===== config.mk =====
export PLATFORM = sky130hd
export DESIGN_NAME = base64_stream_decoder
export DESIGN_NICKNAME = d
export VERILOG_FILES = /design/src/b64d_pkg.sv /design/src/b64d_front.sv /design/src/b64d_cmd_fifo.sv /design/src/b64d_back.sv /design/src/base64_stream_decoder.sv
export SDC_FILE = /design/constraint.sdc
export NUM_CORES = 1
export LEC_CHECK = 0
export ABC_AREA = 1
export ABC_CLOCK_PERIOD_IN_PS = 3000
export BUFFER_PORTS_ARGS = -buffer_cell sky130_fd_sc_hd__clkbuf_2
export CELL_PAD_IN_SITES_DETAIL_PLACEMENT = 0
export CELL_PAD_IN_SITES_GLOBAL_PLACEMENT = 1
export CORE_UTILIZATION = 45
export CTS_CLUSTER_SIZE = 20
export DETAILED_ROUTE_END_ITERATION = 8
export HOLD_SLACK_MARGIN = 0.05
export PLACE_DENSITY_LB_ADDON = 0.08
export SLEW_MARGIN = 20
export SYNTH_ARGS = -nofsm -noshare
export SYNTH_HDL_FRONTEND = slang
export SYNTH_SLANG_ARGS = --single-unit

===== constraint.sdc =====
create_clock -name clk -period 3 [get_ports clk]
set_input_delay 0.3 -clock clk [delete_from_list [all_inputs] [get_ports clk]]
set_output_delay 0.3 -clock clk [all_outputs]
set_load 0.005 [all_outputs]

===== src/b64d_pkg.sv =====
// b64d_pkg: shared types, status codes and the character lookup for the
// Base64 stream decoder. No dependencies.
`default_nettype none

package b64d_pkg;

	// Status codes carried by the end-of-text item
	localparam logic [1:0] ST_OK          = 2'd0;
	localparam logic [1:0] ST_BAD_LENGTH  = 2'd1;
	localparam logic [1:0] ST_BAD_PADDING = 2'd2;
	localparam logic [1:0] ST_BAD_CHAR    = 2'd3;

	localparam logic [7:0] PAD_CHAR = 8'h3d;

	// Depth of the command queue between front and back
	localparam int CMD_DEPTH = 4;

	// Work handed from front to back: up to three bytes and an optional status
	typedef struct packed {
		logic [23:0] word;
		logic [1:0]  nbytes;
		logic        has_status;
		logic [1:0]  status;
	} cmd_t;

	typedef struct packed {
		logic       valid;
		logic [5:0] value;
	} sextet_t;

	// Base64 alphabet to 6-bit value
	function automatic sextet_t sextet_lookup(input logic [7:0] c);
		sextet_t r;
		r.valid = 1'b1;
		r.value = 6'd0;
		if (c >= 8'h41 && c <= 8'h5a) begin
			r.value = 6'(c - 8'h41);
		end else if (c >= 8'h61 && c <= 8'h7a) begin
			r.value = 6'(c - 8'h61 + 8'd26);
		end else if (c >= 8'h30 && c <= 8'h39) begin
			r.value = 6'(c - 8'h30 + 8'd52);
		end else if (c == 8'h2b) begin
			r.value = 6'd62;
		end else if (c == 8'h2f) begin
			r.value = 6'd63;
		end else begin
			r.valid = 1'b0;
		end
		return r;
	endfunction

endpackage

`default_nettype wire


===== src/b64d_front.sv =====
// b64d_front: accepts characters, tracks group position, padding and faults,
// and issues commands to the back end. Depends on b64d_pkg.
`default_nettype none

module b64d_front (
	input  wire logic           clk,
	input  wire logic           arst_n,
	input  wire logic           push,
	output logic                full,
	input  wire logic [7:0]     char_code,
	input  wire logic           last_char,
	input  wire logic           cmd_full,
	output logic                cmd_wr,
	output b64d_pkg::cmd_t      cmd_data
);

	logic [17:0] group_bits_q;
	logic [1:0]  pos_q;
	logic        pad_pending_q;
	logic [1:0]  fault_q;

	logic              accept;
	b64d_pkg::sextet_t sx;
	logic              is_pad;
	logic [1:0]        code;
	logic [1:0]        nbytes;
	logic [23:0]       word;
	logic [17:0]       group_bits_d;
	logic              pad_set;
	logic [1:0]        fault_d;
	logic [1:0]        pos_d;

	assign full   = cmd_full;
	assign accept = push && !cmd_full;
	assign sx     = b64d_pkg::sextet_lookup(char_code);
	assign is_pad = (char_code == b64d_pkg::PAD_CHAR);
	assign pos_d  = pos_q + 2'd1;

	// Classify the character at its group position
	always_comb begin
		code         = b64d_pkg::ST_OK;
		nbytes       = 2'd0;
		word         = 24'd0;
		group_bits_d = group_bits_q;
		pad_set      = 1'b0;
		if (pos_q < 2'd2) begin
			if (is_pad) begin
				code = b64d_pkg::ST_BAD_PADDING;
			end else if (!sx.valid) begin
				code = b64d_pkg::ST_BAD_CHAR;
			end else begin
				group_bits_d = {group_bits_q[11:0], sx.value};
			end
		end else if (pos_q == 2'd2) begin
			if (is_pad) begin
				pad_set      = 1'b1;
				group_bits_d = {group_bits_q[11:0], 6'd0};
			end else if (!sx.valid) begin
				code = b64d_pkg::ST_BAD_CHAR;
			end else begin
				group_bits_d = {group_bits_q[11:0], sx.value};
			end
		end else begin
			word = {group_bits_q, 6'd0};
			if (pad_pending_q) begin
				if (is_pad && last_char) nbytes = 2'd1;
				else code = b64d_pkg::ST_BAD_PADDING;
			end else if (is_pad) begin
				if (last_char) nbytes = 2'd2;
				else code = b64d_pkg::ST_BAD_PADDING;
			end else if (!sx.valid) begin
				code = b64d_pkg::ST_BAD_CHAR;
			end else begin
				word   = {group_bits_q, sx.value};
				nbytes = 2'd3;
			end
		end
	end

	// First fault wins
	assign fault_d = (fault_q == b64d_pkg::ST_OK) ? code : fault_q;

	// Command to the back end; bytes are dropped once a fault is on record
	always_comb begin
		cmd_data.word       = word;
		cmd_data.nbytes     = (fault_d == b64d_pkg::ST_OK) ? nbytes : 2'd0;
		cmd_data.has_status = last_char;
		cmd_data.status     = (pos_d != 2'd0) ? b64d_pkg::ST_BAD_LENGTH : fault_d;
	end

	assign cmd_wr = accept && (last_char || (cmd_data.nbytes != 2'd0));

	// Decoder state; end of text returns everything to reset
	always_ff @(posedge clk or negedge arst_n) begin
		if (!arst_n) begin
			group_bits_q  <= 18'd0;
			pos_q         <= 2'd0;
			pad_pending_q <= 1'b0;
			fault_q       <= b64d_pkg::ST_OK;
		end else if (accept) begin
			if (last_char) begin
				group_bits_q  <= 18'd0;
				pos_q         <= 2'd0;
				pad_pending_q <= 1'b0;
				fault_q       <= b64d_pkg::ST_OK;
			end else begin
				pos_q   <= pos_d;
				fault_q <= fault_d;
				if (pos_q == 2'd3) begin
					group_bits_q  <= 18'd0;
					pad_pending_q <= 1'b0;
				end else begin
					group_bits_q  <= group_bits_d;
					pad_pending_q <= pad_pending_q | pad_set;
				end
			end
		end
	end

	// End of text leaves the group position at zero
	a_last_resets_pos: assert property (@(posedge clk) disable iff (!arst_n)
		accept && last_char |=> pos_q == 2'd0)
		else $error("group position not cleared after end of text");

	// A recorded fault holds until end of text
	a_fault_sticky: assert property (@(posedge clk) disable iff (!arst_n)
		accept && !last_char && fault_q != b64d_pkg::ST_OK |=> fault_q == $past(fault_q))
		else $error("fault code changed before end of text");

	// Padding can only be pending at the last group position
	a_pad_pos: assert property (@(posedge clk) disable iff (!arst_n)
		pad_pending_q |-> pos_q == 2'd3)
		else $error("pad pending outside the last group position");

endmodule

`default_nettype wire


===== src/b64d_cmd_fifo.sv =====
// b64d_cmd_fifo: short queue of commands between front and back end.
// Depends on b64d_pkg.
`default_nettype none

module b64d_cmd_fifo #(
	parameter int DEPTH = b64d_pkg::CMD_DEPTH
) (
	input  wire logic           clk,
	input  wire logic           arst_n,
	input  wire logic           wr,
	input  wire b64d_pkg::cmd_t wr_data,
	output logic                full,
	input  wire logic           rd,
	output b64d_pkg::cmd_t      rd_data,
	output logic                empty
);

	localparam int PTR_W = (DEPTH > 1) ? $clog2(DEPTH) : 1;
	localparam int CNT_W = $clog2(DEPTH + 1);

	b64d_pkg::cmd_t   mem_q [DEPTH];
	logic [PTR_W-1:0] wr_ptr_q;
	logic [PTR_W-1:0] rd_ptr_q;
	logic [CNT_W-1:0] count_q;
	logic             do_wr;
	logic             do_rd;

	assign full    = (count_q == CNT_W'(DEPTH));
	assign empty   = (count_q == '0);
	assign do_wr   = wr && !full;
	assign do_rd   = rd && !empty;
	assign rd_data = mem_q[rd_ptr_q];

	// Storage
	always_ff @(posedge clk) begin
		if (do_wr) begin
			mem_q[wr_ptr_q] <= wr_data;
		end
	end

	// Pointers and fill count
	always_ff @(posedge clk or negedge arst_n) begin
		if (!arst_n) begin
			wr_ptr_q <= '0;
			rd_ptr_q <= '0;
			count_q  <= '0;
		end else begin
			if (do_wr) begin
				wr_ptr_q <= (wr_ptr_q == PTR_W'(DEPTH - 1)) ? '0 : wr_ptr_q + 1'b1;
			end
			if (do_rd) begin
				rd_ptr_q <= (rd_ptr_q == PTR_W'(DEPTH - 1)) ? '0 : rd_ptr_q + 1'b1;
			end
			if (do_wr && !do_rd) begin
				count_q <= count_q + 1'b1;
			end else if (do_rd && !do_wr) begin
				count_q <= count_q - 1'b1;
			end
		end
	end

	a_count_bound: assert property (@(posedge clk) disable iff (!arst_n)
		count_q <= CNT_W'(DEPTH))
		else $error("command queue count out of range");

	a_no_underflow: assert property (@(posedge clk) disable iff (!arst_n)
		!(rd && empty))
		else $error("command queue read while empty");

	a_count_up: assert property (@(posedge clk) disable iff (!arst_n)
		do_wr && !do_rd |=> count_q == $past(count_q) + 1'b1)
		else $error("command queue count did not advance on write");

endmodule

`default_nettype wire


===== src/b64d_back.sv =====
// b64d_back: expands each command into byte items and an optional status
// item, one per cycle while the output is empty or popped, into an output register. Depends on b64d_pkg.
`default_nettype none

module b64d_back (
	input  wire logic           clk,
	input  wire logic           arst_n,
	input  wire b64d_pkg::cmd_t cmd,
	input  wire logic           cmd_empty,
	output logic                cmd_rd,
	output logic                empty,
	input  wire logic           pop,
	output logic [7:0]          out_byte,
	output logic                is_status,
	output logic [1:0]          status,
	output logic                run_last
);

	logic [1:0] idx_q;
	logic       out_valid_q;
	logic [7:0] byte_q;
	logic       is_status_q;
	logic [1:0] status_q;
	logic       run_last_q;

	logic [2:0] total;
	logic       last_of_cmd;
	logic       advance;
	logic       is_byte;
	logic [7:0] sel_byte;

	assign total       = {1'b0, cmd.nbytes} + {2'b00, cmd.has_status};
	assign last_of_cmd = ({1'b0, idx_q} + 3'd1) == total;
	assign advance     = !cmd_empty && (!out_valid_q || pop);
	assign cmd_rd      = advance && last_of_cmd;
	assign is_byte     = idx_q < cmd.nbytes;

	// Byte select, most significant first
	always_comb begin
		case (idx_q)
			2'd0:    sel_byte = cmd.word[23:16];
			2'd1:    sel_byte = cmd.word[15:8];
			default: sel_byte = cmd.word[7:0];
		endcase
	end

	// Position within the current command
	always_ff @(posedge clk or negedge arst_n) begin
		if (!arst_n) begin
			idx_q <= 2'd0;
		end else if (advance) begin
			idx_q <= last_of_cmd ? 2'd0 : idx_q + 2'd1;
		end
	end

	// Output register valid
	always_ff @(posedge clk or negedge arst_n) begin
		if (!arst_n) begin
			out_valid_q <= 1'b0;
		end else if (advance) begin
			out_valid_q <= 1'b1;
		end else if (pop) begin
			out_valid_q <= 1'b0;
		end
	end

	// Output payload
	always_ff @(posedge clk) begin
		if (advance) begin
			byte_q      <= is_byte ? sel_byte : 8'd0;
			is_status_q <= !is_byte;
			status_q    <= is_byte ? b64d_pkg::ST_OK : cmd.status;
			run_last_q  <= last_of_cmd;
		end
	end

	assign empty     = !out_valid_q;
	assign out_byte  = byte_q;
	assign is_status = is_status_q;
	assign status    = status_q;
	assign run_last  = run_last_q;

endmodule

`default_nettype wire


===== src/base64_stream_decoder.sv =====
// base64_stream_decoder: top level, front end, command queue and back end.
// Depends on b64d_pkg, b64d_front, b64d_cmd_fifo, b64d_back.
// Path: an accepted character's command is written into the command queue, and its first result item
// is then registered in the output register, which drives the outputs.
// Throughput: one character per cycle while full is low; the back end issues one result item
// per cycle while the output is empty or popped, so a full group of four characters (three bytes)
// keeps pace, and a closing character with bytes plus status gives up to four result items.
// Reset: arst_n clears decoder state, queue and output valid flag asynchronously.
`default_nettype none

module base64_stream_decoder #(
	parameter int CMD_DEPTH = b64d_pkg::CMD_DEPTH
) (
	input  wire logic       clk,
	input  wire logic       arst_n,
	input  wire logic       push,
	output logic            full,
	input  wire logic [7:0] char_code,
	input  wire logic       last_char,
	output logic            empty,
	input  wire logic       pop,
	output logic [7:0]      out_byte,
	output logic            is_status,
	output logic [1:0]      status,
	output logic            run_last
);

	b64d_pkg::cmd_t wr_cmd;
	b64d_pkg::cmd_t rd_cmd;
	logic           cmd_wr;
	logic           cmd_rd;
	logic           cmd_full;
	logic           cmd_empty;

	b64d_front u_front (
		.clk       (clk),
		.arst_n    (arst_n),
		.push      (push),
		.full      (full),
		.char_code (char_code),
		.last_char (last_char),
		.cmd_full  (cmd_full),
		.cmd_wr    (cmd_wr),
		.cmd_data  (wr_cmd)
	);

	b64d_cmd_fifo #(
		.DEPTH (CMD_DEPTH)
	) u_fifo (
		.clk     (clk),
		.arst_n  (arst_n),
		.wr      (cmd_wr),
		.wr_data (wr_cmd),
		.full    (cmd_full),
		.rd      (cmd_rd),
		.rd_data (rd_cmd),
		.empty   (cmd_empty)
	);

	b64d_back u_back (
		.clk       (clk),
		.arst_n    (arst_n),
		.cmd       (rd_cmd),
		.cmd_empty (cmd_empty),
		.cmd_rd    (cmd_rd),
		.empty     (empty),
		.pop       (pop),
		.out_byte  (out_byte),
		.is_status (is_status),
		.status    (status),
		.run_last  (run_last)
	);

endmodule

`default_nettype wire

---- Yosys cells after proc, flatten, opt, wreduce, memory -nomap -nowiden ----
Memory sizes are Yosys's and may differ from the RTL's.
Cells that the tools add are included.
storage, ports and cells
  bits in registers ....................... 45
  bits in writable memories ............... 116
  input bits .............................. 13
  logic and storage cells ................. 135
  memories ................................ 1
memories
  name          depth  width  read ports  clocked after Yosys merged registers in  wr ports  line                 RTL
  u_fifo.mem_q  4      29     1           0                                        1         b64d_cmd_fifo.sv:21  b64d_pkg::cmd_t mem_q [DEPTH];
cells by class
  add/subtract/negate cells ............... 13
  magnitude comparators ................... 8
  equality and inequality tests ........... 11
  muxes and demuxes ....................... 58
  bitwise gates (word level) .............. 1
  reduce and logical (&&, ||, !) cells .... 30
operators with widths
  operator                                                               count
  18-bit two-way mux                                                     7
  24-bit two-way mux                                                     2
  6-bit two-way mux                                                      8
  2-bit two-way mux                                                      23
  8-bit by 6-bit equality test with 1-bit output, second input constant  3
  8-bit by 7-bit >= comparator with 1-bit output, second input constant  2
  8-bit by 7-bit <= comparator with 1-bit output, second input constant  2
  8-bit case mux with 2 select lines                                     1
  1-bit two-way mux                                                      15
  1-bit logical AND                                                      12
  6-bit subtractor, second input constant                                2
  2-bit by 1-bit adder with 2-bit output, second input constant          4
  2-bit equality test, second input constant                             4
  8-bit by 6-bit >= comparator with 1-bit output, second input constant  1
  8-bit by 6-bit <= comparator with 1-bit output, second input constant  1
  2-bit nonzero test                                                     4
  6-bit by 5-bit adder with 6-bit output, second input constant          1
  6-bit adder, second input constant                                     1
  1-bit zero test                                                        6
  2-bit zero test                                                        3
  3-bit two-way mux                                                      2
  6-bit by 1-bit subtractor with 6-bit output, second input constant     1
  4-bit inequality test, second input constant                           1
  4-bit nonzero test                                                     1
  other kinds (13)                                                       14

---- Depth between registers and ports, before layout ----
Gate-level depths: netlist of run 1.
  word-level depth ........................ 22
  mapped depth ............................ 25
  mapped depth without buffers ............ 25

---- By module ----
A second synthesis of run 1 with hierarchy kept.
unflattened totals
  cell total of the unflattened synthesis .. 798
  area total of the unflattened synthesis .. 8010.2 um2
modules (own cells, without submodules)
  module         times used  cells an instance  area an instance (um2)
  b64d_cmd_fifo  1           399                5146.2
  b64d_front     1           296                1995.7
  b64d_back      1           103                868.3

---- Worst setup path after synthesis of run 1 ----
Ideal clock, no wire load.
  kind .................................... register to register
  start ................................... register u_fifo.rd_ptr_q[0]
  end ..................................... register u_fifo.count_q[2]
  arrival ................................. 3.001 ns
  required time ........................... 2.869 ns
  slack ................................... -0.131 ns
  cell stages (with the launch flop) ...... 17
  period minus slack after synthesis ...... 3.131 ns
  cell sequence ........................... dfrtp_1 > clkbuf_1 > clkbuf_1 > o21ai_0 > o22ai_1 > ha_1 > ha_1 > xnor2_1 > nand3_1 > nor2_1 > inv_1 > ha_1 > inv_1 > fa_1 > a21oi_1 > o21ai_0 > xor2_1
between the ends
  longest elaborated chain between the ends .. 8
  elaborated cells between the ends (all ways) .. 10
  classes of those cells .................. 1 x add/sub; 1 x eq/ne; 1 x mux; 6 x reduce/logical; 1 x memory
ends and longest elaborated chain
  item                                                     line                 RTL
  from (decl)                                              b64d_cmd_fifo.sv:23  logic [PTR_W-1:0] rd_ptr_q;
  from (signal assigned)                                   b64d_cmd_fifo.sv:52  rd_ptr_q <= (rd_ptr_q == PTR_W'(DEPTH - 1)) ? '0 : rd_ptr_q + 1'b1;
  memory read 4 x 29 bit *                                 n/a
  2-bit by 1-bit adder with 3-bit output *                 b64d_back.sv:32      assign total = {1'b0, cmd.nbytes} + {2'b00, cmd.has_status};
  3-bit equality test *                                    b64d_back.sv:33      assign last_of_cmd = ({1'b0, idx_q} + 3'd1) == total;
  1-bit logical AND *                                      b64d_back.sv:35      assign cmd_rd = advance && last_of_cmd;
  1-bit logical AND *                                      b64d_cmd_fifo.sv:31  assign do_rd = rd && !empty;
  1-bit zero test                                          b64d_cmd_fifo.sv:54  if (do_wr && !do_rd) begin
  1-bit logical AND                                        b64d_cmd_fifo.sv:54
  3-bit two-way mux or 2-bit nonzero test (tied branches)  n/a
  to (signal assigned)                                     b64d_cmd_fifo.sv:55  count_q <= count_q + 1'b1;
  to (signal assigned)                                     b64d_cmd_fifo.sv:57  count_q <= count_q - 1'b1;
  to (decl)                                                b64d_cmd_fifo.sv:24  logic [CNT_W-1:0] count_q;
Every way passes the cells marked *; elsewhere a longest branch is shown, timed or not.
A chain may end at the register's enable or synchronous reset.

---- Final worst setup path of run 1 ----
Same ends and word-level chain as after synthesis.

==> results of run 1 <==
[cell families (layout without fill, tap and decap cells)]
| family | Yosys count | after routing | share of synthesized area, % |
|---|---|---|---|
| adders and majority gates | 25 | 25 | 4.24 |
| buffers and inverters | 103 | 181 | 5.48 |
| AOI/OAI and AO/OA | 173 | 173 | 12.8 |
| DFF | 161 | 161 | 61.8 |
| xor gates and xnor gates | 11 | 11 | 1.28 |
| and+or+nand+nor | 234 | 234 | 14.4 |
[routing by layer]
| layer | GRT usage [%] | vias to the layer above | part of all wire, % |
|---|---|---|---|
| met3 | 4.01 | 16 | 3.0 |
| li1 | - | 2565 | - |
| met1 | 26.1 | 2502 | 45 |
| met5 | 0 | - | 0 |
| met4 | 6.85 | 0 | 1.6 |
| met2 | 35.9 | 78 | 51 |
[final cells by class]
class	instances	area [sq um]	area share [%]
sequential	161	4670	52.5
timing repair buffer	74	546	6.13
clock buffer	17	425	4.78
multi-input combinational	443	2480	27.9
tap	220	275	3.09
inverter	75	287	3.22
clock inverter	15	218	2.44
[per-stage QoR]
step | TNS [ns] | hold slack (ns) | cell area [sq um] | worst slack, ns
floorplan | 0 | 0.00441 | 7560 | 0.00478
global placement | 0 | 0.457 | 8210 | 0.0107
detailed placement | -0.103 | 0.468 | 8210 | -0.0803
CTS | 0 | 0.159 | 8880 | 0.0364
global route | -0.0423 | 0.165 | 8900 | -0.0323
finish | 0 | 0.173 | 8900 | 0.146
[synth_stat cells (3+ instances only)]
master    instances
nor2_2            8
buf_2             3
nand3_1          18
inv_2             4
nand2_1          50
xor2_1            7
buf_4             3
nand2_2           8
o211ai_1          5
nand3_2           3
o21ai_0          91
clkbuf_1         19
a221oi_1          8
nor2_1          133
xnor2_1           4
dfrtp_1          33
a21oi_1          42
nand2_4           5
inv_1            67
ha_1             24
o22ai_1          19
edfxtp_1        128
[worst paths after layout]
check | start | end | slack [ns] | cells after the start
max reg2reg | u_fifo.rd_ptr_q[0] | u_fifo.count_q[2] | 0.15 | 15
min | last_char | u_fifo.mem_q[3][2] | 0.17 | 1
min reg2reg | u_front.group_bits_q[15] | u_front.group_bits_q[15] | 0.51 | 2
max | u_fifo.rd_ptr_q[0] | u_fifo.count_q[2] | 0.15 | 15
min in group asynchronous | arst_n | u_back.idx_q[1] | 0.54 | 2
max in group asynchronous | arst_n | u_front.pos_q[0] | 1.85 | 2
[power by group]
| group | leakage (nW) | internal (W) | total, W | switching [W] |
|---|---|---|---|---|
| clock network | 0.312 | 0.00142 | 0.00234 | 0.000921 |
| logic | 1.62 | 0.00109 | 0.00307 | 0.00199 |
| registers | 1.61 | 0.00303 | 0.00324 | 0.000205 |
[registers in the layout (all words and copies together), names as in the netlist, 3 cells and up]
name and flops:
u_back.out_byte 8, u_fifo.mem_q 116, u_front.group_bits_q 18, u_fifo.count_q 3
[worst reg2reg max path, stage by stage, from the launching register on]
cell	delay (ns)
dfrtp_1	0.42
buf_4	0.17
o21ai_0	0.16
o22ai_1	0.13
ha_1	0.22
ha_1	0.28
xnor2_1	0.13
nand3_1	0.11
nor2_2	0.07
inv_1	0.05
ha_1	0.15
inv_2	0.05
fa_1	0.43
a21oi_1	0.15
o21ai_1	0.09
xor2_1	0.14
[timing repair]
item | CTS | global route
endpoints found under the hold margin | 34 | 0
buffers inserted | 0 | 3
gates resized for setup | 2 | 8
endpoints found under the setup margin | 2 | 2
pin swaps | 0 | 3
hold buffers | 2 | 0
==> results_dict.tcl, run 1 <==
set metrics [dict create \
    status "finished clean" \
    n_fill_cell 1450 \
    cts.reportedPaths.clkPinSlew_ns 0.06 \
    layoutNonFillerInstCount 1005 \
    gp_congestion 0.918 \
    path_common_cell "ha_1" \
    ir_drop_mv 0.525 \
    synth_edf_count 128 \
    clock_skew_ns 0.00912 \
    path_max_fanout 6 \
    grt_pass1_vias 5038 \
    setup_viol 0 \
    crit_arrival_ns 3.17 \
    dieHeight_um 132 \
    power.total_w 0.00865 \
    yosysSeqAreaShare_pct 61.8 \
    drt_iter0_markers 343 \
    crit_family "adder cells" \
    relSlewSlack_pct 38.2 \
    power_density_nw_per_um2 972 \
    grt_overflow 0 \
    final_nets 810 \
    grtUsageTotal_pct 20.8 \
    hold_viol 0 \
    synthDistinctLibCells 42 \
    clock_latency_ns 0.43 \
    grt_setup_unrepaired "yes" \
    layout_common_cells "nor2_1 (131), edfxtp_1 (128), o21ai_0 (87)" \
    vias 5161 \
    row_count 47 \
    grt_max_degree 49 \
    remaining_drc_errors 0 \
    fin_crit_sh_pct 95.1 \
    fin_util_pct 54.1 \
    wirelength_mm 16.8 \
    syn_area_per_cell_sq_um 10.7 \
    cap_violations 0 \
    synth_top_cell_by_area "edfxtp_1" \
    ctsHtreeMaxLevel 4 \
    startpoint_type "register" \
    wire_per_inst_um 16.7 \
    hold_path_class "in -> reg" \
    cp_data_required_time_ns 3.31 \
    cpMaxStageDelayCell "fa_1" \
    grt_pass1_wl_mm 27.1 \
    cts_buffers 17 \
    tightest_slew_ns 0.924 \
    final_common_cell "nor2_1" \
    critPathMaxStageDelay_ns 0.43 \
    syn-num-nets 745 \
    max_freq_mhz 350 \
    cts.sinks 161 \
    cp-end-kind "register" \
    syn_inst 707 \
    root_buffer "clkbuf_16" \
    synth_ff_type "edfxtp_1" \
    dpl.hpwl_mm 10.8 \
    slew_violations 0 \
    drt_pre_antenna_iters 4 \
    drive_gt1_share_pct 19.2 \
    p_leak_nw 3.55 \
    die_x_um 132 \
    cts_buffer_depth 2 \
    cp.buffers_inverters 3 \
    die_area_sq_um 17300 \
    yosysWarningCount 0 \
    yosys_register_bits 161 \
    ys_top_cells_by_area "edfxtp_1 (51%), dfrtp_1 (11%), nor2_1 (6.6%)" \
    async_reset_ff_share_pct 20.5 \
    diodes 0 \
    area_growth_pct 17.9 \
    synth_top_area_share_pct 50.9 \
    path_cells "buf_4, o21ai_0, o22ai_1, ha_1, ha_1, xnor2_1, nand3_1, nor2_2, inv_1, ha_1, inv_2, fa_1, a21oi_1, o21ai_1, xor2_1" \
    viasPerCell 5.14 \
    cts_tree "done" \
    placed_cells 968 \
    antenna_found_initial 0 \
    core-area_sq_um 16500 \
    ant_nets 0 \
    synthesis.area_sq_um 7560 \
    worst-setup-path-type "reg -> reg" \
    initial_core_util_pct 45.9 \
    io-pin-count 27 \
    portBuffers 26 \
    layout_min_cycle_time_ns 2.85 \
]
No activity file was read; power rests on OpenSTA's default activity.
==> run 2, diff against run 1 <==
--- a/config.mk
+++ b/config.mk
@@ -6,14 +6,14 @@
 export NUM_CORES = 1
 export LEC_CHECK = 0
 export ABC_AREA = 1
-export ABC_CLOCK_PERIOD_IN_PS = 3000
+export ABC_CLOCK_PERIOD_IN_PS = 2430
 export BUFFER_PORTS_ARGS = -buffer_cell sky130_fd_sc_hd__clkbuf_2
 export CELL_PAD_IN_SITES_DETAIL_PLACEMENT = 0
 export CELL_PAD_IN_SITES_GLOBAL_PLACEMENT = 1
 export CORE_UTILIZATION = 45
 export CTS_CLUSTER_SIZE = 20
 export DETAILED_ROUTE_END_ITERATION = 8
-export HOLD_SLACK_MARGIN = 0.05
+export HOLD_SLACK_MARGIN = 0.02
 export PLACE_DENSITY_LB_ADDON = 0.08
 export SLEW_MARGIN = 20
 export SYNTH_ARGS = -nofsm -noshare
==> constraint.sdc (replaced) <==
create_clock -name clk -period 2.43 [get_ports clk]
set_input_delay 0.243 -clock clk [delete_from_list [all_inputs] [get_ports clk]]
set_output_delay 0.243 -clock clk [all_outputs]
set_load 0.005 [all_outputs]
==> run 2 against run 1 <==
The run now ends with setup timing left. Sequential cell count did not move. First-iteration DRC count down 13%. Register-to-register slack lost 0.36 ns. Highest routed layer unchanged. Design area is 7.5% higher. Clock skew grew 0.0014 ns. Via count grew 5.3%. Die area unchanged.
==> results_dict.tcl, run 2 (same netlist as run 1, synthesis figures left out) <==
set metrics [dict create \
    status "finished with violations" \
    violations "setup timing" \
    path_max_fanout 5 \
    tightest_slew_ns 0.922 \
    clock_skew_ns 0.0105 \
    grt_max_degree 36 \
    crit_arrival_ns 2.81 \
    grt_setup_unrepaired "yes" \
    r2r_end "u_back.out_byte[5]" \
    gp_congestion 0.902 \
    vias 5433 \
    drt_iter0_markers 298 \
    cts_tree "done" \
    top_register "u_fifo.mem_q" \
    fin_crit_sh_pct 109 \
    dieHeight_um 132 \
    ir_drop_mv 0.665 \
    cts_buffer_depth 2 \
    io-pin-count 27 \
    n_fill_cell 1384 \
    p_leak_nw 3.84 \
    hold_path_class "in -> reg" \
    min_to "u_fifo.mem_q[0][2]" \
    core-area_sq_um 16500 \
    largest_reg_flops 116 \
    cp-end-kind "register" \
    final_nets 861 \
    diodes 0 \
    viasPerCell 5.14 \
    slew_violations 0 \
    cts.sinks 161 \
    grt_overflow 0 \
    relSlewSlack_pct 38.6 \
    max_freq_mhz 379 \
    fin_worst_hold_slack_ns 0.129 \
    setup_viol 13 \
    final_common_cell "edfxtp_1" \
    cp_data_required_time_ns 2.60 \
    hold_viol 0 \
    drive_gt1_share_pct 29.4 \
    layout_common_cells "edfxtp_1 (128), nor2_1 (125), o21ai_0 (83)" \
    area_growth_pct 26.7 \
    layout_min_cycle_time_ns 2.64 \
    wirelength_mm 17.7 \
    drt_pre_antenna_iters 5 \
    remaining_drc_errors 0 \
    wire_per_inst_um 16.7 \
    cts.reportedPaths.clkPinSlew_ns 0.07 \
    finalInstanceArea_sq_um 9570 \
    startpoint_type "register" \
    cts_buffers 17 \
    die_x_um 132 \
    power_density_nw_per_um2 1250 \
    grt_pass1_vias 5543 \
    dpl.hpwl_mm 11.2 \
    hold_start "last_char" \
    root_buffer "clkbuf_16" \
    setup_tns_ns -2.37 \
    ant_nets 0 \
    cap_violations 0 \
    antenna_found_initial 0 \
    grtUsageTotal_pct 21.1 \
    initial_core_util_pct 45.9 \
    grt_pass1_wl_mm 28.0 \
    postPlaceCellArea_sq_um 8500 \
    portBuffers 26 \
    worst-r2r-setup-slack_ns -0.21 \
    clock_latency_ns 0.42 \
    rr_startpoint "u_fifo.rd_ptr_q[0]" \
    worst-setup-path-type "reg -> reg" \
    holdPathStages 1 \
    row_count 47 \
    ctsHtreeMaxLevel 4 \
    ff2ff_path_depth 19 \
    worst_slack_ns -0.210 \
    die_area_sq_um 17300 \
]
==> run 2: cell count changes in the layout (fill, tap and decap cells not counted), sizes merged <==
cell    change
inv         +3
buf        +50
clkinv      -1
bufinv      -1
==> run 2: worst max-delay path, cell delays in order (launching register included) <==
cell and delay [ns]:
dfrtp_2 0.47, buf_6 0.15, nor2_4 0.10, o22ai_2 0.08, buf_4 0.14, buf_4 0.12, buf_4 0.12, buf_4 0.12
buf_4 0.12, buf_4 0.12, buf_4 0.12, buf_4 0.12, buf_4 0.12, buf_4 0.12, nand2_1 0.05, nand2_1 0.06
inv_2 0.06, nor2_4 0.05, clkinvlp_4 0.10, nor2_1 0.05
==> run 2: how the worst max path moves through the flow <==
| stage | start | to | slack (ns) | cells past startpoint |
|---|---|---|---|---|
| final | u_fifo.rd_ptr_q[0] | u_back.out_byte[5] | -0.21 | 19 |
| after detailed placement | char_code[2] | u_fifo.count_q[2] | -0.41 | 24 |
| after global routing | u_fifo.rd_ptr_q[0] | u_fifo.count_q[1] | -0.31 | 14 |
| after floorplan | u_fifo.rd_ptr_q[0] | u_fifo.count_q[1] | -0.35 | 16 |
| after global placement | char_code[2] | u_fifo.count_q[2] | -0.35 | 24 |
| after CTS | u_fifo.rd_ptr_q[0] | u_back.idx_q[0] | -0.20 | 16 |
==> run 2: what timing repair did <==
action | 4_1_cts | 5_1_grt
pin swaps | 10 | 26
hold buffers | 2 | 0
endpoints found under the hold margin | 34 | 0
resized for setup | 23 | 41
setup buffers | 19 | 7
cloned | 0 | 4
setup endpoints to repair | 3 | 133
==> run 2: per-stage QoR <==
step / total power, W / utilization (%) / setup slack, ns / instances
after floorplan: 0.00657 / - / -0.350 / 707
after global placement: 0.00816 / 51.6 / -0.354 / 996
after detailed placement: 0.00829 / 51.6 / -0.412 / 996
after CTS: 0.0118 / 56.8 / -0.195 / 1049
after global routing: 0.0127 / 58.1 / -0.313 / 1056
final: 0.0120 / 58.1 / -0.210 / 1056
==> run 2: where the power goes <==
part / internal [W] / switching (W)
Sequential: 0.00375 / 0.000272
Clock: 0.00165 / 0.00113
Combinational: 0.00224 / 0.00293
==> run 2: layout make-up <==
type / count / area [sq um] / area share, %
clock inverters: 15 / 193 / 2.01
flip-flops and latches: 161 / 4670 / 48.8
clock buffers: 17 / 425 / 4.44
repair inverters: 1 / 7.51 / 0.0784
inverters: 75 / 297 / 3.10
well taps: 220 / 275 / 2.88
repair buffers: 124 / 1010 / 10.6
multi-input cells: 443 / 2690 / 28.1
==> run 2: routing by layer <==
layer,vias up,part of all wire (%),GRT usage [%]
li1,2679,-,-
met1,2643,45,26.0
met2,85,50,36.8
met3,26,2.8,3.40
met4,0,2.2,8.66
met5,-,0,0
